$ cat src/prq_ram.sv
// simple dual-port byte memory with registered read
module prq_ram #(
  parameter int WIDTH = 8,
  parameter int DEPTH = 64
) (
  input  logic                     clk,
  input  logic                     we,
  input  logic [$clog2(DEPTH)-1:0] waddr,
  input  logic [WIDTH-1:0]         wdata,
  input  logic [$clog2(DEPTH)-1:0] raddr,
  output logic [WIDTH-1:0]         rdata
);

  logic [WIDTH-1:0] mem [DEPTH];

  always_ff @(posedge clk) begin
    if (we) begin
      mem[waddr] <= wdata;
    end
    rdata <= mem[raddr];
  end

endmodule

$ cat config.mk
export PLATFORM = sky130hd
export DESIGN_NAME = prq_ram
export DESIGN_NICKNAME = d
export VERILOG_FILES = /design/src/prq_ram.sv
export SDC_FILE = /design/constraint.sdc
export NUM_CORES = 1
export LEC_CHECK = 0
export BUFFER_PORTS_ARGS = -buffer_cell sky130_fd_sc_hd__buf_2
export CAP_MARGIN = 20
export CORE_UTILIZATION = 55
export CTS_CLUSTER_SIZE = 20
export DETAILED_ROUTE_END_ITERATION = 8
export PLACE_DENSITY = 0.75
export SLEW_MARGIN = 20
export SYNTH_ARGS = -nofsm -noshare
export SYNTH_HDL_FRONTEND = slang
export SYNTH_SLANG_ARGS = --single-unit
export TNS_END_PERCENT = 30
$ cat constraint.sdc
create_clock -name clk -period 2.7 [get_ports clk]
set_input_delay 0.405 -clock clk [delete_from_list [all_inputs] [get_ports clk]]
set_output_delay 0.405 -clock clk [all_outputs]
set_load 0.02 [all_outputs]
==> results of run 1 <==
[worst max-delay path: cells and delay by family (launching register included)]
| family | cells | cell delay [ns] |
|---|---|---|
| flip-flops | 1 | 0.38 |
| AND/OR/NAND/NOR | 1 | 0.41 |
| multiplexers | 2 | 0.77 |
| AO/OA/AOI/OAI | 2 | 0.42 |
[Yosys cell counts, drive strengths merged (3+ instances only)]
cell type / n
a21oi: 3
nand2: 19
mux2i: 23
o2111ai: 3
o21ai: 4
a211oi: 4
dfxtp: 8
nor2b: 14
o22ai: 8
a221oi: 6
a22oi: 3
nand3b: 3
o221ai: 8
mux2: 13
nor2: 83
nor3: 7
nand2b: 7
nand3: 13
mux4: 126
buf: 34
edfxtp: 512
clkbuf: 17
o2bb2ai: 3
[path summary, 6_finish.rpt]
| kind | from | to | cells after the start |
|---|---|---|---|
| max | mem[21][6] | rdata[6] | 5 |
| min | raddr[5] | rdata[2] | 3 |
| max reg2reg | mem[21][6] | rdata[6] | 5 |
| min reg2reg | mem[30][4] | rdata[4] | 3 |
[layer usage]
layer / vias to the layer above / track usage, % / wire length [µm]
met4: 2 / 9.10 / 1530
met3: 84 / 3.52 / 3710
met5: - / 0 / 12
met1: 5222 / 34.3 / 17300
li1: 4192 / - / -
met2: 557 / 38.5 / 21200
[power by group]
| group | internal (µW) | switching, µW |
|---|---|---|
| combinational | 347 | 525 |
| clock | 4360 | 2840 |
| sequential | 8930 | 30.5 |
| total | 13600 | 3400 |
[final cells by class]
cell class / instances / share of cell area [%]
clock buffer: 61 / 5.61
clock inverter: 26 / 1.66
multi-input combinational: 369 / 18.6
sequential: 520 / 67.0
tap: 461 / 2.49
timing repair buffer: 132 / 4.63
[metrics by stage]
step / cells / power [µW] / setup slack [ns] / area (µm²) / hold slack, ns
3_3_place_gp: 1482 / 9980 / 0.0923 / 21500 / 0.797
2_1_floorplan: 940 / 9610 / 0.627 / 20200 / 0.504
5_1_grt: 1569 / 17400 / 0.601 / 23200 / 0.294
3_5_place_dp: 1482 / 10000 / 0.0932 / 21500 / 0.808
4_1_cts: 1569 / 17100 / 0.607 / 23200 / 0.262
6_report: 1569 / 17000 / 0.600 / 23200 / 0.294
[logic make-up after synthesis]
kind of cell | count (synthesis)
multiplexers | 162
buffers and inverters | 51
AO/OA/AOI/OAI | 54
AND/OR/NAND/NOR | 153
flip-flops | 520
[state kept, by name (all words and copies together), names as in the netlist]
register	flops
mem	512
rdata	8
==> impl_results.md, run 1 <==
* Outcome: completed
* Final setup vio count at 0
* Register area at 15500 µm²
* Routed vias at 10057
* Footprint of the multi-input gates at 4320 µm²
* Share of cells above drive strength 1 at 31.2%
* Die width at 193 µm
* Worst Tran Pin Value at 0.847 ns
* Hpwl dp at 27.2 mm
* Synth Instances at 940
* Top cell type's share of synthesized area at 76.2%
* Die area at 37400 µm²
* Top cells by area, synth: edfxtp_1, mux4_2, nor2_1
* HP Class: input port to flip-flop
* Final Max Slew Viols at 0
* Number of enable flip-flop cells after synthesis at 512
* Compound-gate portion of the synthesized area at 2.07%
* Synth area leader: edfxtp_1
* Synthesized area at 20200 µm²
* Antenna-violating nets left at 0
* Initial antenna violation count at 1
* Hold buffer count at CTS at 0
* Worst Setup End Kind: flip-flop
* Via density at 6.41
* GP Congestion at 0.803
* Clk Tree Root Cell: clkbuf_16
* Drt initial violations at 1246
* Leak Pwr at 0.00748 µW
* Relative slew slack at 43.5%
* Commonest non-fill, non-tap cell in the layout: edfxtp_1
* Setup TNS at 0 ns
* Average size of a mapped cell at 21.5 µm²
* Post-synthesis sequential area ratio at 77.0%
* Synth warnings at 0
* CTS tree: yes
* Vias in the first global route at 10038
* Simple-Gate Fraction of Synth Area at 3.39%
* CP Max Fanout at 1
* Core area at 35800 µm²
* Final core occ at 64.7%
* Synth cell types at 40
* Post-synthesis adder-cell area fraction at 0%
* Largest family of logic cells by synthesized area: multiplexers
* CTS Sinks at 520
* Asr flop ratio synth at 0%
* Critical Path AT at 2.53 ns
* Routed WL at 43.7 mm
* Resized cells post-CTS at 0
* # nets final at 1094
* Startpoint type of the worst setup path: flip-flop
* Antenna fix cells at 0
* Max-cap viol count at 0
* Filler cells at 2215
* Worst-Skew Late Latency at 0.56 ns
* Slowest-stage cell, CP: mux4_2
* Synthesis-to-layout area growth at 15.0%
* Std cell rows at 69
* Drc violations at 0
* Main synth FF type: edfxtp_1
* CTS Buf Count at 49
* Critical Path RT at 3.13 ns
* Routed len/inst at 27.9 µm
* Pwr per Cell Area at 735 nW/µm²
* Tmin final at 2.10 ns
* Max IR drop VDD at 0.000660 V
* Initial Util at 56.3%
* Global-route wire length before repair at 65.0 mm
* Pin count of the biggest net entering global routing at 65
* Reg-to-reg setup timing slack at 0.60 ns
* Crit Path Category: flip-flop to flip-flop
* Flops & latches, synth at 520
* Reg clk slew, reported paths at 0.06 ns
* Router iterations before antenna repair at 7
* Gr ovfl total at 0
* Most frequent cells in the layout: edfxtp_1, mux4_2, buf_4, nor2_1, clkbuf_16
* CTS Buffer Depth at 3
* Fmax at 0.476 GHz
* Gr usage total at 24.1%
* Top Ports at 30
* Crit share post-route at 77.8%
* XOR/XNOR Fraction of Synth Area at 0%
* Final Hold Fails at 0
* Syn nets at 962
* Die Y at 193 µm
* CTS H-tree depth at 2
* CP max stage delay at 0.49 ns
* Mux share of post-synthesis cell area at 15.9%
* RSZ-0062 raised after global routing: false
* Setup Skew at 0.0123 ns
* I/O Buffers at 29
* Critical path, cell by cell: mux4_2 -> mux2_2 -> o221a_2 -> nor3_1 -> o32ai_1
* Post-CTS repair timing setup buffer count at 0
(Power assumes the default switching activity.)
==> run 2: changes to the inputs <==
clock period = 1.98 ns   (was 2.7 ns; I/O delays follow)
==> run 2 against run 1 <==
Effect of this change:
- the flow now finishes with violations (design-rule violations, negative setup slack)
- critical path depth is the same
- fmax grew 5.9%
- sequential power grew 36%
- combinational power grew 54%
- setup slack lost 0.60 ns
- largest power group unchanged
- highest routed layer unchanged
==> impl_results.md, run 2 (synthesis gave the netlist of run 1 again) <==
* Outcome: finished, violations left
* Failing checks: design-rule violations, negative setup slack
* Critical Path AT at 2.44 ns (-0.09 ns)
* Pin count of the biggest net entering global routing at 65 (unchanged)
* Max IR drop VDD at 0.000822 V (+25%)
* Resized cells post-CTS at 6 (+6)
* Clk Tree Root Cell: clkbuf_16
* Min-delay src: raddr[5]
* Power Total at 23100 µW (+35%)
* Share of cells above drive strength 1 at 35.6% (+4.4 points)
* Global-route wire length before repair at 67.3 mm (+3.5%)
* Drc violations at 1 (+1)
* CTS tree: yes
* Final Max Slew Viols at 0 (unchanged)
* Most frequent cells in the layout: edfxtp_1, buf_4, mux4_2, nor2_1, clkbuf_16
* DP Worst Slack at -0.571 ns (-0.664 ns)
* Die Y at 193 µm (unchanged)
* Die width at 193 µm (unchanged)
* Crit Path Category: flip-flop to flip-flop
* Synthesis-to-layout area growth at 18.1%
* Core area at 35800 µm² (unchanged)
* Crit share post-route at 100% (+22 points)
* Worst Setup End Kind: flip-flop
* # nets final at 1165 (+6.5%)
* Leak Pwr at 0.00786 µW (+5.1%)
* Initial antenna violation count at 2 (+1)
* Top reg by flops: mem
* CTS Sinks at 520 (unchanged)
* Routed vias at 10325 (+2.7%)
* Cell Area, Placed at 22100 µm² (+2.9%)
* Final instance area at 23800 µm² (+2.7%)
* Hold-critical path depth at 3 (unchanged)
* Hold Path End: rdata[4]
* Setup Skew at 0.0109 ns (-0.00135 ns)
* Via density at 6.30 (-1.8%)
* GP Congestion at 0.847 (+5.5%)
* Worst Tran Pin Value at 0.797 ns (-0.0504 ns)
* Relative slew slack at 46.9% (+3.4 points)
* Max-cap viol count at 0 (unchanged)
* Std cell rows at 69 (unchanged)
* Reg-to-reg setup timing slack at -0.003 ns (-0.60 ns)
* Post-CTS repair timing setup buffer count at 0 (unchanged)
* Startpoint type of the worst setup path: flip-flop
* Routed len/inst at 27.5 µm (-1.2%)
* Setup ws final at -0.00323 ns (-0.603 ns)
* CTS H-tree depth at 2 (unchanged)
* Gr usage total at 24.7% (+0.65 points)
* Critical Path RT at 2.44 ns (-0.69 ns)
* Pwr per Cell Area at 968 nW/µm² (+32%)
* CP Max Fanout at 1 (unchanged)
* Filler cells at 2190 (-1.1%)
* Final Hold Fails at 0 (unchanged)
* Die area at 37400 µm² (unchanged)
* Tmin final at 1.98 ns (-0.117 ns)
* Worst-Skew Late Latency at 0.58 ns (+0.02 ns)
* Routed WL at 45.2 mm (+3.3%)
* Max FFs per register at 512 (unchanged)
* HP Class: input port to flip-flop
* Fmax at 0.504 GHz (+5.9%)
* I/O Buffers at 29 (unchanged)
* CTS Buffer Depth at 3 (unchanged)
* Reg2reg path depth at 5 (unchanged)
* Worst r2r dst: rdata[0]
* Top Ports at 30 (unchanged)
* Final core occ at 66.5% (+1.8 points)
* RSZ-0062 raised after global routing: true
* Gr ovfl total at 0 (unchanged)
* Final setup vio count at 1 (+1)
* Hpwl dp at 28.3 mm (+4.1%)
* Vias in the first global route at 10598 (+5.6%)
* CTS Buf Count at 50 (+2.0%)
* Commonest non-fill, non-tap cell in the layout: edfxtp_1
* Antenna-violating nets left at 0 (unchanged)
* Initial Util at 56.3% (unchanged)
* Router iterations before antenna repair at 7 (unchanged)
* Hold buffer count at CTS at 0 (unchanged)
* Antenna fix cells at 0 (unchanged)
* FF-to-FF Start: mem[3][0]
* Drt initial violations at 1331 (+6.8%)
* Reg clk slew, reported paths at 0.06 ns (about the same)
* Largest registers: mem (512), rdata (8)
==> run 2: layout make-up <==
class | count | area, µm² | area share (%)
Tap cell | 461 | 577 | 2.42
Clock inverter | 27 | 275 | 1.16
Clock buffer | 61 | 1360 | 5.69
Timing Repair Buffer | 202 | 1700 | 7.15
Multi-Input combinational cell | 369 | 4380 | 18.4
Sequential cell | 520 | 15500 | 65.2
==> run 2: routing by layer <==
| layer | vias to the layer above | track usage [%] | routed length [µm] |
|---|---|---|---|
| li1 | 4325 | - | - |
| met4 | 4 | 8.86 | 1550 |
| met3 | 96 | 4.69 | 4100 |
| met1 | 5334 | 35.3 | 18000 |
| met5 | - | 0 | 19 |
| met2 | 566 | 38.8 | 21500 |
==> run 2: how the worst max path moves through the flow <==
| stage | slack (ns) | cells past startpoint | end | startpoint |
|---|---|---|---|---|
| 2_1_floorplan | 0.02 | 7 | rdata[3] | raddr[1] |
| 3_3_place_gp | -0.50 | 7 | rdata[6] | raddr[0] |
| 3_5_place_dp | -0.57 | 7 | rdata[6] | raddr[0] |
| 4_1_cts | -0.0009 | 5 | rdata[0] | mem[3][0] |
| 5_1_grt | -0.005 | 6 | rdata[4] | mem[20][4] |
| 6_report | -0.003 | 5 | rdata[0] | mem[3][0] |
==> run 2: through the flow <==
step                      instances    TNS, ns  hold WS (ns)
after CTS                      1640  -0.000931         0.177
final                          1640   -0.00323         0.211
after global placement         1552      -3.00         0.721
after detailed placement       1552      -3.30         0.715
after floorplan                 940          0         0.396
after global routing           1640   -0.00940         0.188
==> run 2: worst max-delay path, stage by stage, from the launching register on <==
cell,delay [ns]
edfxtp_1,0.38
mux4_2,0.51
mux4_2,0.57
nor2_4,0.14
nor3_1,0.09
o2bb2ai_2,0.17
==> run 2: report_power, final <==
part	leakage, µW	internal (µW)	switching, µW
clock network	0.000802	5620	3900
registers	0.00467	12200	34.5
logic	0.00238	580	761
total	0.00786	18400	4690
==> run 3: changes to the inputs <==
--- a/config.mk
+++ b/config.mk
@@ -12,3 +12,3 @@
 export DETAILED_ROUTE_END_ITERATION = 8
-export PLACE_DENSITY = 0.75
+export PLACE_DENSITY = 0.71
 export SLEW_MARGIN = 20
--- a/constraint.sdc
+++ b/constraint.sdc
@@ -3,2 +3,2 @@
 set_output_delay 0.297 -clock clk [all_outputs]
-set_load 0.02 [all_outputs]
+set_load 0.005 [all_outputs]
==> run 3 against run 2 <==
Effect of this change:
- the run ends with negative setup slack left
- setup slack lost 0.0032 ns
- die area is the same
- total power shrank 0.98%
- clock power shrank 2%
- flip-flop and latch count is the same
- via count shrank 0.79%
- final area shrank 0.45%
- combinational power shrank 4%
- sequential share of layout area grew 0.30 points
- global-route usage shrank 0.40 points
- worst hold slack gained 0.0065 ns
- critical path depth is the same
- critical endpoint is now rdata[2]
==> impl_results.md, run 3 (synthesis gave the netlist of run 1 again) <==
* Outcome: finished, violations left
* Failing checks: negative setup slack
* Share of cells above drive strength 1 at 35.5% (-0.11 points)
* Worst hold margin at 0.217 ns (+0.00645 ns)
* Hold buffer count at CTS at 0 (unchanged)
* Via density at 6.24 (-0.85%)
* Setup ws final at -0.00648 ns (-0.00325 ns)
* Antenna fix cells at 0 (unchanged)
* CTS Buf Count at 50 (unchanged)
* RSZ-0062 raised after global routing: false
* Filler cells at 2276 (+3.9%)
* Final Max Slew Viols at 0 (unchanged)
* Most frequent cells in the layout: edfxtp_1, buf_4, mux4_2, nor2_1, clkbuf_16
* CTS Buffer Depth at 3 (unchanged)
* Routed len/inst at 27.1 µm (-1.7%)
* Max FFs per register at 512 (unchanged)
* Leak Pwr at 0.00780 µW (-0.71%)
* Footprint of the multi-input gates at 4340 µm² (-0.77%)
* I/O Buffers at 29 (unchanged)
* Die Y at 193 µm (unchanged)
* Sequential power share at 53.5% (+0.5 points)
* Top reg by flops: mem
* Core area at 35800 µm² (unchanged)
* Worst Tran Pin Value at 0.738 ns (-0.0590 ns)
* Routed WL at 44.4 mm (-1.6%)
* Gr usage total at 24.3% (-0.40 points)
* Initial antenna violation count at 1 (-1)
* Clk Tree Root Cell: clkbuf_16
* Max IR drop VDD at 0.000706 V (-14%)
* Largest registers: mem (512), rdata (8)
* Crit Path Category: flip-flop to flip-flop
* Startpoint type of the worst setup path: flip-flop
* Net Sw Frac at 20.5% (+0.18 points)
* Cell Area, Placed at 22100 µm² (-0.24%)
* Sw power at 4690 µW (about the same)
* Max-cap viol count at 0 (unchanged)
* Pwr per Cell Area at 963 nW/µm² (-0.53%)
* Critical Path AT at 2.44 ns (about the same)
* Routed vias at 10243 (-0.79%)
* Top Ports at 30 (unchanged)
* Setup TNS at -0.00648 ns (-0.00325 ns)
* Final instance area at 23700 µm² (-0.45%)
* Setup Skew at 0.0145 ns (+0.00362 ns)
* Critical Path RT at 2.43 ns (about the same)
* Clk pwr share at 40.9% (-0.3 points)
* Relative slew slack at 50.8% (+3.9 points)
* CP Max Fanout at 1 (unchanged)
* GP Congestion at 0.833 (-1.7%)
* Cell count after placement at 1550 (-0.13%)
* Final setup vio count at 1 (unchanged)
* CTS Sinks at 520 (unchanged)
* Fmax at 0.503 GHz (-0.16%)
* # nets final at 1163 (-0.17%)
* Commonest non-fill, non-tap cell in the layout: edfxtp_1
* Drc violations at 0 (-1)
* Antenna-violating nets left at 0 (unchanged)
* Synthesis-to-layout area growth at 17.6%
* P_int at 18200 µW (-1.2%)
* Tmin final at 1.99 ns (+0.00325 ns)
* Std cell rows at 69 (unchanged)
* Die area at 37400 µm² (unchanged)
* Global-route wire length before repair at 66.5 mm (-1.1%)
* Initial Util at 56.3% (unchanged)
* Final Hold Fails at 0 (unchanged)
* CTS tree: yes
* Vias in the first global route at 10365 (-2.2%)
* Worst-Skew Late Latency at 0.56 ns (-0.02 ns)
* Logic pwr share at 5.6% (-0.2 points)
* Crit share post-route at 100% (+0.16 points)
* Non-filler cells, final at 1641 (+0.061%)
* Register area at 15500 µm² (unchanged)
* Router iterations before antenna repair at 8 (+1)
* Pin count of the biggest net entering global routing at 65 (unchanged)
* Worst Setup End Kind: flip-flop
* Gr ovfl total at 0 (unchanged)
* HP Class: input port to flip-flop
* Die width at 193 µm (unchanged)
* Hpwl dp at 28.3 mm (+0.30%)
* Reg clk slew, reported paths at 0.06 ns (about the same)
* CTS H-tree depth at 2 (unchanged)
* Drt initial violations at 1111 (-17%)
[run 3: cell types whose count changed in the layout (fill, tap and decap cells not counted), sizes merged]
cell / previous run / this run
bufinv: 6 / 5
inv: 0 / 3
clkinvlp: 1 / 4
clkbuf: 62 / 63
clkinv: 20 / 17
buf: 201 / 199
[run 3: through the flow]
| step | setup slack [ns] | util [%] | power (µW) |
|---|---|---|---|
| finish | -0.00648 | 66.2 | 22800 |
| global route | 0.0209 | 66.2 | 23500 |
| CTS | 0.00812 | 66.1 | 23000 |
| detailed placement | -0.584 | 61.6 | 13700 |
| global placement | -0.497 | 61.6 | 13700 |
| floorplan | 0.0153 | - | 13100 |
[run 3: power by group through the flow]
stage / Sequential, µW / Clock [µW] / Combinational, µW
finish: 12200 / 9350 / 1280
detailed placement: 12500 / 0 / 1260
CTS: 12200 / 9450 / 1280
global route: 12200 / 9890 / 1350
floorplan: 12400 / 0 / 649
global placement: 12500 / 0 / 1240
[run 3: final cells by class]
cell class / instances / area share [%]
clock inverter: 29 / 1.18
sequential: 520 / 65.5
timing repair buffer: 200 / 6.97
multi-input combinational: 369 / 18.3
clock buffer: 62 / 5.60
tap: 461 / 2.43
[run 3: worst max-delay path, stage by stage (launching register included)]
cell and delay (ns):
edfxtp_1 0.38, mux4_2 0.52, mux4_2 0.53, nor2_1 0.23
nor3_1 0.10, o2bb2ai_1 0.14
[run 3: repair_timing]
action                                  CTS  global route
buffers inserted                          0             0
endpoints found under the setup margin    3             2
resized for setup                         4             3
[run 3: path summary, 6_finish.rpt]
| check | slack [ns] | start | cells past startpoint | to |
|---|---|---|---|---|
| worst max-delay path | -0.006 | mem[3][2] | 5 | rdata[2] |
| worst min-delay path | 0.22 | raddr[5] | 3 | rdata[2] |
| worst max register to register | -0.006 | mem[3][2] | 5 | rdata[2] |
| worst min register to register | 0.85 | mem[30][6] | 3 | rdata[6] |
[run 3: per-layer routing]
metal	track usage (%)	up-vias	wire length [µm]
li1	-	4330	-
met5	0	-	12
met3	3.82	88	3380
met4	7.35	2	1280
met1	35.6	5358	18400
met2	38.5	465	21400
