[src/prq_pkg.sv]
// shared types, widths and codes of the packet ring queue
package prq_pkg;

  localparam int MAX_SLOTS_DEF = 16;
  localparam int MAX_BYTES_DEF = 64;

  localparam int BYTE_W    = 8;
  localparam int LEN_W     = 7;
  localparam int FILL_W    = 5;
  localparam int STAT_W    = 16;
  localparam int LIMIT_W   = 10;
  localparam int STATUS_W  = 3;
  localparam int SLOTS_W   = 5;
  localparam int CFG_IDX_W = 1;

  localparam logic [STATUS_W-1:0] ST_OK        = 3'd0;
  localparam logic [STATUS_W-1:0] ST_STORE_LEN = 3'd1;
  localparam logic [STATUS_W-1:0] ST_NONE      = 3'd2;
  localparam logic [STATUS_W-1:0] ST_TOO_LONG  = 3'd3;
  localparam logic [STATUS_W-1:0] ST_MISMATCH  = 3'd4;

  localparam logic OP_STORE = 1'b0;
  localparam logic OP_READ  = 1'b1;

  localparam logic [CFG_IDX_W-1:0] CFG_SLOTS  = 1'b0;
  localparam logic [CFG_IDX_W-1:0] CFG_PERIOD = 1'b1;

  localparam logic [SLOTS_W-1:0] SLOTS_RST  = 5'd16;
  localparam logic [STAT_W-1:0]  PERIOD_RST = 16'd1000;

  typedef struct packed {
    logic [SLOTS_W-1:0] slots;
    logic [STAT_W-1:0]  period;
  } cfg_t;

  typedef struct packed {
    logic                operation;
    logic [BYTE_W-1:0]   data;
    logic                last;
    logic [LIMIT_W-1:0]  limit;
  } item_t;

  typedef struct packed {
    logic [BYTE_W-1:0]   data;
    logic                last;
    logic [STATUS_W-1:0] status;
    logic [LEN_W-1:0]    len;
    logic [FILL_W-1:0]   fill;
    logic [STAT_W-1:0]   peak;
  } res_t;

endpackage

[src/prq_ctrl.sv]
// sequencer of the packet ring queue: assembly, copy, slot scan and read-out
module prq_ctrl #(
  parameter int MAX_SLOTS = 16,
  parameter int MAX_BYTES = 64
) (
  input  logic                                     clk,
  input  logic                                     rst,
  input  prq_pkg::cfg_t                            cfg,
  input  logic                                     in_valid,
  output logic                                     in_stall,
  input  prq_pkg::item_t                           item,
  output logic                                     out_valid,
  input  logic                                     out_stall,
  output prq_pkg::res_t                            res,
  output logic                                     asm_we,
  output logic [$clog2(MAX_BYTES)-1:0]             asm_waddr,
  output logic [prq_pkg::BYTE_W-1:0]               asm_wdata,
  output logic [$clog2(MAX_BYTES)-1:0]             asm_raddr,
  input  logic [prq_pkg::BYTE_W-1:0]               asm_rdata,
  output logic                                     slot_we,
  output logic [$clog2(MAX_SLOTS*MAX_BYTES)-1:0]   slot_waddr,
  output logic [prq_pkg::BYTE_W-1:0]               slot_wdata,
  output logic [$clog2(MAX_SLOTS*MAX_BYTES)-1:0]   slot_raddr,
  input  logic [prq_pkg::BYTE_W-1:0]               slot_rdata
);
  import prq_pkg::*;

  localparam int SW = $clog2(MAX_SLOTS);
  localparam int NW = $clog2(MAX_SLOTS + 1);
  localparam int AW = $clog2(MAX_BYTES);
  localparam int LW = $clog2(MAX_BYTES + 1);
  localparam int MW = $clog2(MAX_SLOTS * MAX_BYTES);

  localparam logic [3:0] S_IDLE    = 4'd0;
  localparam logic [3:0] S_COPY    = 4'd1;
  localparam logic [3:0] S_RES     = 4'd2;
  localparam logic [3:0] S_SCAN    = 4'd3;
  localparam logic [3:0] S_CHECK   = 4'd4;
  localparam logic [3:0] S_CMP     = 4'd5;
  localparam logic [3:0] S_EMIT_RD = 4'd6;
  localparam logic [3:0] S_EMIT    = 4'd7;

  logic [3:0]          state;
  logic [SW-1:0]       store_index;
  logic [SW-1:0]       read_index;
  logic [FILL_W-1:0]   filled;
  logic [STAT_W-1:0]   outstanding;
  logic [STAT_W-1:0]   peak;
  logic [STAT_W-1:0]   period_cnt;
  logic [LW-1:0]       asm_cnt;
  logic                asm_ovf;
  logic [MAX_SLOTS-1:0] queued;
  logic [LW-1:0]       slot_len [MAX_SLOTS];
  logic [SW-1:0]       cand;
  logic [NW-1:0]       remaining;
  logic [LIMIT_W-1:0]  limit;
  logic [LW-1:0]       len;
  logic [MW-1:0]       base;
  logic [LW-1:0]       cj;
  logic [LW-1:0]       wj;
  logic                wv;
  logic [LW-1:0]       ej;
  logic [STATUS_W-1:0] pend_status;
  logic [LW-1:0]       pend_len;

  logic [NW-1:0]       n;
  logic                accept;
  logic                out_free;
  logic                out_load;
  logic                asm_full;
  logic [LW-1:0]       asm_len;
  logic [STAT_W-1:0]   out_inc;
  logic [STAT_W-1:0]   period_inc;
  logic                emit_last;

  function automatic logic [SW-1:0] wrap(input logic [SW-1:0] idx, input logic [NW-1:0] cnt);
    logic [SW:0] nxt;
    nxt = {1'b0, idx} + (SW+1)'(1);
    if (32'(nxt) >= 32'(cnt)) begin
      return '0;
    end
    return nxt[SW-1:0];
  endfunction

  always_comb begin
    if (cfg.slots == '0) begin
      n = NW'(1);
    end else if (32'(cfg.slots) > MAX_SLOTS) begin
      n = NW'(MAX_SLOTS);
    end else begin
      n = NW'(cfg.slots);
    end
  end

  assign in_stall   = rst || (state != S_IDLE);
  assign accept     = in_valid && !in_stall;
  assign out_free   = !out_valid || !out_stall;
  assign out_load   = out_free && ((state == S_RES) || (state == S_EMIT));
  assign asm_full   = (asm_cnt == LW'(MAX_BYTES));
  assign asm_len    = LW'(asm_cnt + 1'b1);
  assign out_inc    = (outstanding != '1) ? outstanding + 1'b1 : outstanding;
  assign period_inc = period_cnt + 1'b1;
  assign emit_last  = (LW'(ej + 1'b1) == len);

  assign asm_we    = accept && (item.operation == OP_STORE) && !asm_full;
  assign asm_waddr = asm_cnt[AW-1:0];
  assign asm_wdata = item.data;
  assign asm_raddr = cj[AW-1:0];

  // copy pipeline: the slot is written in the cycle after the buffer read
  assign slot_we    = (state == S_COPY) && wv;
  assign slot_waddr = MW'(base + MW'(wj));
  assign slot_wdata = asm_rdata;
  assign slot_raddr = (state == S_CHECK) ? MW'(base + MW'(1)) : MW'(base + MW'(ej));

  always_ff @(posedge clk) begin
    if (rst) begin
      state       <= S_IDLE;
      store_index <= '0;
      read_index  <= SW'(MAX_SLOTS - 1);
      filled      <= '0;
      outstanding <= '0;
      peak        <= '0;
      period_cnt  <= '0;
      asm_cnt     <= '0;
      asm_ovf     <= 1'b0;
      queued      <= '0;
      out_valid   <= 1'b0;
      wv          <= 1'b0;
      for (int k = 0; k < MAX_SLOTS; k++) begin
        slot_len[k] <= '0;
      end
    end else begin
      if (out_load) begin
        out_valid <= 1'b1;
      end else if (out_valid && !out_stall) begin
        out_valid <= 1'b0;
      end
      case (state)
        S_IDLE: begin
          if (accept) begin
            if (item.operation == OP_STORE) begin
              if (item.last) begin
                asm_cnt <= '0;
                asm_ovf <= 1'b0;
                if (asm_ovf || asm_full) begin
                  pend_status <= ST_STORE_LEN;
                  pend_len    <= '0;
                  state       <= S_RES;
                end else begin
                  len                   <= asm_len;
                  slot_len[store_index] <= asm_len;
                  queued[store_index]   <= 1'b1;
                  base        <= MW'(int'(store_index) * MAX_BYTES);
                  cj          <= '0;
                  wv          <= 1'b0;
                  store_index <= wrap(store_index, n);
                  if (32'(filled) < 32'(n)) begin
                    filled <= filled + 1'b1;
                  end
                  outstanding <= out_inc;
                  // peak restarts at the end of each statistics period
                  if (period_inc >= cfg.period) begin
                    peak       <= out_inc;
                    period_cnt <= '0;
                  end else begin
                    period_cnt <= period_inc;
                    if (peak < out_inc) begin
                      peak <= out_inc;
                    end
                  end
                  pend_status <= ST_OK;
                  pend_len    <= asm_len;
                  state       <= S_COPY;
                end
              end else if (!asm_full) begin
                asm_cnt <= asm_len;
              end else begin
                asm_ovf <= 1'b1;
              end
            end else begin
              cand      <= wrap(read_index, n);
              remaining <= n;
              limit     <= item.limit;
              state     <= S_SCAN;
            end
          end
        end
        S_COPY: begin
          if (cj != len) begin
            cj <= LW'(cj + 1'b1);
            wj <= cj;
            wv <= 1'b1;
          end else begin
            wv <= 1'b0;
            if (!wv) begin
              state <= S_RES;
            end
          end
        end
        S_RES: begin
          if (out_free) begin
            res <= '{data: '0, last: 1'b1, status: pend_status, len: LEN_W'(pend_len),
                     fill: filled, peak: peak};
            state <= S_IDLE;
          end
        end
        S_SCAN: begin
          if (queued[cand]) begin
            read_index   <= cand;
            queued[cand] <= 1'b0;
            if (outstanding != '0) begin
              outstanding <= outstanding - 1'b1;
            end
            len  <= slot_len[cand];
            base <= MW'(int'(cand) * MAX_BYTES);
            if (LIMIT_W'(slot_len[cand]) > limit) begin
              pend_status <= ST_TOO_LONG;
              pend_len    <= '0;
              state       <= S_RES;
            end else if (slot_len[cand] < LW'(2)) begin
              // no second byte to check against the length
              pend_status <= ST_MISMATCH;
              pend_len    <= '0;
              state       <= S_RES;
            end else begin
              state <= S_CHECK;
            end
          end else if (remaining == NW'(1)) begin
            pend_status <= ST_NONE;
            pend_len    <= '0;
            state       <= S_RES;
          end else begin
            cand      <= wrap(cand, n);
            remaining <= remaining - 1'b1;
          end
        end
        S_CHECK: begin
          state <= S_CMP;
        end
        S_CMP: begin
          if (slot_rdata != BYTE_W'(len)) begin
            pend_status <= ST_MISMATCH;
            pend_len    <= '0;
            state       <= S_RES;
          end else begin
            ej    <= '0;
            state <= S_EMIT_RD;
          end
        end
        S_EMIT_RD: begin
          state <= S_EMIT;
        end
        S_EMIT: begin
          if (out_free) begin
            res <= '{data: slot_rdata, last: emit_last, status: ST_OK, len: LEN_W'(len),
                     fill: filled, peak: peak};
            if (emit_last) begin
              state <= S_IDLE;
            end else begin
              ej    <= LW'(ej + 1'b1);
              state <= S_EMIT_RD;
            end
          end
        end
        default: begin
          state <= S_IDLE;
        end
      endcase
    end
  end

endmodule

[config.mk]
export PLATFORM = sky130hd
export DESIGN_NAME = prq_ctrl
export DESIGN_NICKNAME = d
export VERILOG_FILES = /design/src/prq_pkg.sv /design/src/prq_ctrl.sv
export SDC_FILE = /design/constraint.sdc
export NUM_CORES = 1
export LEC_CHECK = 0
export ABC_AREA = 1
export BUFFER_PORTS_ARGS = -buffer_cell sky130_fd_sc_hd__buf_2
export CELL_PAD_IN_SITES_DETAIL_PLACEMENT = 1
export CELL_PAD_IN_SITES_GLOBAL_PLACEMENT = 1
export CORE_UTILIZATION = 41
export CTS_CLUSTER_DIAMETER = 200
export CTS_CLUSTER_SIZE = 24
export DETAILED_ROUTE_END_ITERATION = 8
export PLACE_DENSITY_LB_ADDON = 0.1
export SLEW_MARGIN = 20
export SYNTH_ARGS = -nofsm -noshare
export SYNTH_HDL_FRONTEND = slang
export SYNTH_SLANG_ARGS = --single-unit
[constraint.sdc]
create_clock -name clk -period 4.4 [get_ports clk]
set_input_delay 0.22 -clock clk [delete_from_list [all_inputs] [get_ports clk]]
set_output_delay 0.22 -clock clk [all_outputs]
set_load 0.03 [all_outputs]
==> results.yml, run 1 <==
cells_and_area:
  area_delta_synth_final_pct: 8.82
  final_util_pct: 45.6
  final_area_sq_mm: 0.0178
  antenna_cells: 0
  nFillCells: 4626
  fin_nets: 2056
  regArea_sq_mm: 0.00828
  drive_gt1_share_pct: 10.3
  multi_input_area_sq_mm: 0.00683
sta:
  worst_pin_slew_ns: 0.978
  relSlewSlack_pct: 34.6
  drv_slew: 0
  tns_ns: 0
  fin_ws_ns: 0.420
  skew_ns: 0.0207
  max_freq_mhz: 251
  setup_violations: 0
  timing.final.crit_share_pct: 90.4
  rsz0062_at_grt: "no"
  finalHoldViolCount: 0
  fin_crit_ns: 3.98
critical_path:
  cp_slowest_cell: "dfxtp_1"
  cp-end-kind: "flip-flop"
  r2r_start: "outstanding[1]$_SDFFE_PP0P_"
  crit_path_start_kind: "flip-flop"
  path_max_fanout: 29
  crit_top_cell: "nand2_1"
  critPathLaunch: "outstanding[1]$_SDFFE_PP0P_"
  crit_type: "flip-flop to flip-flop"
  critPathRequiredTime_ns: 4.87
  max_stage_delay_ns: 0.44
  arrival_ns: 4.45
job:
  cap_violations: 0
outcome:
  status: "complete, no violations"
global_routing:
  grt_max_degree: 64
  grt_overflow: 0
  track_usage_pct: 22.8
  antenna_found_initial: 0
  grt_pass1_vias: 13500
  grt_pass1_wl_um: 73600
synth:
  yosys_warnings: 0
  synth.avg_cell_area_sq_um: 8.79
  synth_edf_count: 213
  async_reset_ff_share_pct: 0
  yosysSeqAreaShare_pct: 50.7
  ys_types: 52
  synth_cells: 1857
  ys_seq_elements: 307
  ys.flop_type: "edfxtp_1"
  synthesis.nets: 1999
  syn_area_sq_mm: 0.0163
clock_tree:
  clock_latency_ns: 0.53
  cts_setup_buffers: 0
  cts_tree: "done"
  path_clk_slew_ns: 0.10
  clock_path_buffers: 3
  clock_tree.htree_level_count: 1
  cts_inserted_buffers: 16
  clkSinkCount: 307
  root_buffer: "clkbuf_16"
worst_hold_path:
  hp-start: "slot_rdata[6]"
  hold_path_class: "input pin to flip-flop"
detailed_routing:
  wirelength_um: 46800
  dr.pass1.iters: 5
  dr.first_iter.drc_count: 716
  ant_nets: 0
  vias: 13100
  post-route-drc-count: 0
  vias_per_cell: 5.36
  wire_per_inst_um: 19.2
die:
  initial_utilization_pct: 41.9
  die_x_um: 202
  core_area_sq_mm: 0.0389
  row_count: 72
  io_pins: 153
  die_area_sq_mm: 0.0406
  chipHeight_um: 202
power_and_ir_drop:
  ir_worst_vdd_uv: 247
  p_per_area_mw_per_mm2: 453
  leakagePower_uw: 0.00696
place:
  dpl_cell_area_sq_mm: 0.0172
  post-place-ws_ns: 0.126
  portBuffers: 120
  hpwl_um: 34200
  gp_congestion: 0.836
-- cell usage in the layout, fill, tap and decap left out, drive strengths merged, types with 13 or more instances in the layout --
cell	synthesis	routed
o211ai	15	15
a311oi	16	16
o21ai	155	155
xnor2	17	17
inv	164	164
nor3	30	30
buf	57	141
ha	81	81
edfxtp	213	213
nand4	13	13
nand2	284	284
nand3	81	81
a21oi	113	113
clkbuf	57	26
xor2	47	47
nor2	340	340
o221ai	21	21
dfxtp	94	94
-- path summary, 6_finish.rpt --
path / depth (start not counted) / endpoint / slack [ns]
min: 3 / res[38]$_SDFFCE_PN0P_ / 0.04
max reg2reg: 25 / peak[1]$_SDFFE_PP0P_ / 0.42
max: 25 / peak[1]$_SDFFE_PP0P_ / 0.42
min reg2reg: 2 / period_cnt[7]$_SDFFE_PP0P_ / 0.48
-- cell type report --
type / instances / area share, %
Tap cell: 518 / 3.65
Sequential cell: 307 / 46.6
Inverter: 171 / 3.62
Clock inverter: 1 / 0.0423
Clock buffer: 26 / 2.59
Multi-Input combinational cell: 1265 / 38.5
Timing Repair Buffer: 153 / 5.02
-- cell usage after synthesis (26+ instances only) --
library cell | instances | area (sq um)
nor2_1 | 336 | 1260
nand2_1 | 279 | 1050
edfxtp_1 | 213 | 6400
inv_1 | 154 | 578
o21ai_0 | 149 | 746
a21oi_1 | 113 | 566
dfxtp_1 | 94 | 1880
ha_1 | 81 | 1010
nand3_1 | 79 | 395
clkbuf_1 | 57 | 214
xor2_1 | 47 | 412
buf_4 | 37 | 278
nor3_1 | 26 | 130
-- worst max-delay path, delay by kind of cell, from the launching register on --
| family | cells | cell delay, ns |
|---|---|---|
| simple gates | 16 | 1.76 |
| compound gates | 3 | 0.65 |
| fa+ha+maj | 2 | 0.54 |
| buf+inv | 4 | 0.52 |
| flops | 1 | 0.44 |
-- flip-flops by register name (all words and copies together) (netlist names), 7 cells and up, named ones only --
signal / flops
period_cnt: 16
wj: 7
peak: 16
len: 7
res: 40
outstanding: 16
queued: 16
asm_cnt: 7
pend_len: 7
limit: 10
cj: 7
slot_len: 112
ej: 7
-- report_power, final --
group | internal (uW) | total (uW) | switching [uW]
clock network | 729 | 1690 | 959
logic | 803 | 2720 | 1910
registers | 3400 | 3640 | 237
-- per-layer routing --
| metal | track usage, % | wire, um | vias to the layer above |
|---|---|---|---|
| met2 | 41.2 | 23600 | 192 |
| met3 | 2.61 | 1480 | 37 |
| met5 | 0 | 0 | - |
| met4 | 4.11 | 719 | 0 |
| met1 | 29.4 | 21000 | 6481 |
| li1 | - | - | 6372 |
-- stage by stage --
stage / power (uW) / instances / hold WS, ns
2_1_floorplan: 5670 / 1857 / 0.319
3_3_place_gp: 6350 / 2402 / 0.400
3_5_place_dp: 6420 / 2402 / 0.399
4_1_cts: 8130 / 2441 / 0.0164
5_1_grt: 8540 / 2441 / 0.0356
6_report: 8050 / 2441 / 0.0390
-- repair_timing --
action | 4_1_cts | 5_1_grt
gates resized for setup | 0 | 5
hold buffers | 12 | 0
endpoints found under the setup margin | 0 | 32
hold endpoints to repair | 12 | 0
-- kinds of logic (layout without fill, tap and decap cells) --
family	Yosys count	after routing	synth area share (%)
compound gates	359	359	12.7
simple gates	761	761	19.3
flops	307	307	50.7
fa+ha+maj	81	81	6.21
buf+inv	285	351	7.67
xor+xnor	64	64	3.43
Power figures use the tool's default switching activity.
==> run 2, diff against run 1 <==
--- a/config.mk
+++ b/config.mk
@@ -9,10 +9,12 @@
 export BUFFER_PORTS_ARGS = -buffer_cell sky130_fd_sc_hd__buf_2
 export CELL_PAD_IN_SITES_DETAIL_PLACEMENT = 1
 export CELL_PAD_IN_SITES_GLOBAL_PLACEMENT = 1
-export CORE_UTILIZATION = 41
+export CORE_MARGIN = 2
+export CORE_UTILIZATION = 25
 export CTS_CLUSTER_DIAMETER = 200
 export CTS_CLUSTER_SIZE = 24
 export DETAILED_ROUTE_END_ITERATION = 8
+export GPL_ROUTABILITY_DRIVEN = 0
 export PLACE_DENSITY_LB_ADDON = 0.1
 export SLEW_MARGIN = 20
 export SYNTH_ARGS = -nofsm -noshare
==> run 2 against run 1 <==
Non-clock buffer count rose by 12. Cell area grew 3.2%. Cell count is 14% higher. Total power is 2.6% higher. Clock skew down 0.00092 ns. Setup slack improved by 0.20 ns. Count of clock-buffer cells in the layout unchanged. Sequential power is essentially flat. Hold slack worse by 0.0062 ns. Sequential share of layout area decreased by 1.4 points. Via count is 1.6% lower. First-iteration DRC count down 17%.
==> results.yml, run 2 (synthesized netlist as in run 1, its figures left out) <==
detailed_routing:
  wirelength_um: 53700
  ant_nets: 0
  wire_per_inst_um: 19.3
  vias_per_cell: 4.61
  post-route-drc-count: 0
  dr.pass1.iters: 4
  vias: 12900
  dr.first_iter.drc_count: 591
critical_path:
  path_max_fanout: 29
  cp-end-kind: "flip-flop"
  rrSetupSlack_ns: 0.62
  crit_end: "peak[1]$_SDFFE_PP0P_"
  critPathRequiredTime_ns: 4.88
  r2r-end: "peak[1]$_SDFFE_PP0P_"
  rr_worst_depth: 25
  r2r_start: "outstanding[1]$_SDFFE_PP0P_"
  critPathLaunch: "outstanding[1]$_SDFFE_PP0P_"
  arrival_ns: 4.26
  crit_path_start_kind: "flip-flop"
  crit_type: "flip-flop to flip-flop"
cells_and_area:
  largest_reg_flops: 112
  area_delta_synth_final_pct: 12.3
  drive_gt1_share_pct: 10.8
  multi_input_area_sq_mm: 0.00685
  layout_common_cells: "335 x nor2_1, 278 x nand2_1, 213 x edfxtp_1, 154 x inv_1, 149 x o21ai_0"
  final_common_cell: "nor2_1"
  antenna_cells: 0
  nFillCells: 7606
  fin_nets: 2068
  regArea_sq_mm: 0.00828
  largest_registers: "slot_len (112), res (40)"
  regMostFlops: "slot_len"
clock_tree:
  path_clk_slew_ns: 0.12
  clock_latency_ns: 0.54
  cts_setup_buffers: 0
  clock_tree.htree_level_count: 1
  clock_path_buffers: 3
  cts_tree: "done"
  cts_inserted_buffers: 16
  clkSinkCount: 307
  root_buffer: "clkbuf_16"
sta:
  setup_violations: 0
  fin_ws_ns: 0.622
  timing.final.crit_share_pct: 85.9
  max_freq_mhz: 265
  worst_pin_slew_ns: 0.891
  relSlewSlack_pct: 40.4
  finalHoldViolCount: 0
  fin_crit_ns: 3.78
  rsz0062_at_grt: "no"
  skew_ns: 0.0198
  drv_slew: 0
  tns_ns: 0
die:
  die_area_sq_mm: 0.0673
  row_count: 93
  core_area_sq_mm: 0.0645
  chipHeight_um: 259
  die_x_um: 259
  initial_utilization_pct: 25.3
  io_pins: 153
power_and_ir_drop:
  ir_worst_vdd_uv: 276
  leakagePower_uw: 0.00703
  p_per_area_mw_per_mm2: 450
place:
  post-place-ws_ns: 0.284
  hpwl_um: 38800
  portBuffers: 120
global_routing:
  grt_max_degree: 69
  track_usage_pct: 15.9
  grt_pass1_wl_um: 83200
  grt_overflow: 0
  antenna_found_initial: 0
  grt_pass1_vias: 13400
worst_hold_path:
  hold_depth: 3
  hold_path_class: "input pin to flip-flop"
outcome:
  status: "complete, no violations"
job:
  cap_violations: 0
==> run 2: cell count changes in the layout (fill, tap and decap cells not counted), sizes merged <==
cell         change
clkinv           -1
buf              +9
inv              +1
dlygate4sd3      +3
==> run 2: timing repair <==
action,4_1_cts,5_1_grt
gates resized for setup,0,5
endpoints found under the setup margin,0,24
hold endpoints to repair,15,0
hold buffers,15,0
==> run 2: area by class of cell <==
cell class	instances	share of cell area, %
Timing Repair Buffer	165	5.55
Clock inverter	1	0.0410
Tap cell	855	5.84
Clock buffer	26	2.51
Sequential cell	307	45.2
Inverter	171	3.51
Multi-Input combinational cell	1265	37.4
==> run 2: how the worst min path moves through the flow <==
| stage | start | end |
|---|---|---|
| after floorplan | item[0] | limit[0]$_DFFE_PP_ |
| after global placement | item[6] | limit[6]$_DFFE_PP_ |
| after detailed placement | item[4] | limit[4]$_DFFE_PP_ |
| after CTS | slot_rdata[1] | res[33]$_SDFFCE_PN0P_ |
| after global routing | slot_rdata[6] | res[38]$_SDFFCE_PN0P_ |
| final | slot_rdata[6] | res[38]$_SDFFCE_PN0P_ |
==> run 2: power breakdown <==
group          internal (uW)  leakage, uW  switching [uW]
logic                    855      0.00403            1990
clock network            732     0.000220            1030
registers               3400      0.00278             238
total                   4990      0.00703            3260
==> run 2: per-layer routing <==
metal  up-vias  global-route usage [%]  part of all wire (%)
li1       6382                       -                     -
met3        31                    1.61                   2.1
met4         0                    2.71                   1.7
met2       103                    27.7                    48
met1      6352                    21.6                    48
met5         -                       0                     0
==> run 2: critical path: stages (launching register included) <==
cell and delay (ns):
dfxtp_1 0.46, ha_1 0.25, nand2_1 0.07, nor2_1 0.14, nand2_1 0.12, nor2_2 0.22
inv_2 0.09, nand4_1 0.10, nor2_1 0.08, nand3_1 0.15, nor2_1 0.08, a21oi_1 0.20
inv_1 0.10, ha_1 0.30, nand2_1 0.07, inv_1 0.06, nand2_1 0.08, a31oi_1 0.07
a2111oi_0 0.28, nand2_1 0.10, nand2_1 0.08, buf_6 0.23, nand2_2 0.11, nand2_1 0.08
nand2_1 0.05, nor2_1 0.10
==> run 2: stage by stage <==
stage	instances	cell area, sq um	util (%)	hold slack [ns]	total power (uW)
floorplan	1857	16300	-	0.319	5670
global placement	2748	17700	27.4	0.400	6570
detailed placement	2748	17700	27.4	0.399	6600
CTS	2790	18300	28.4	0.00777	8440
global route	2790	18300	28.4	0.0264	8860
finish	2790	18300	28.4	0.0328	8250
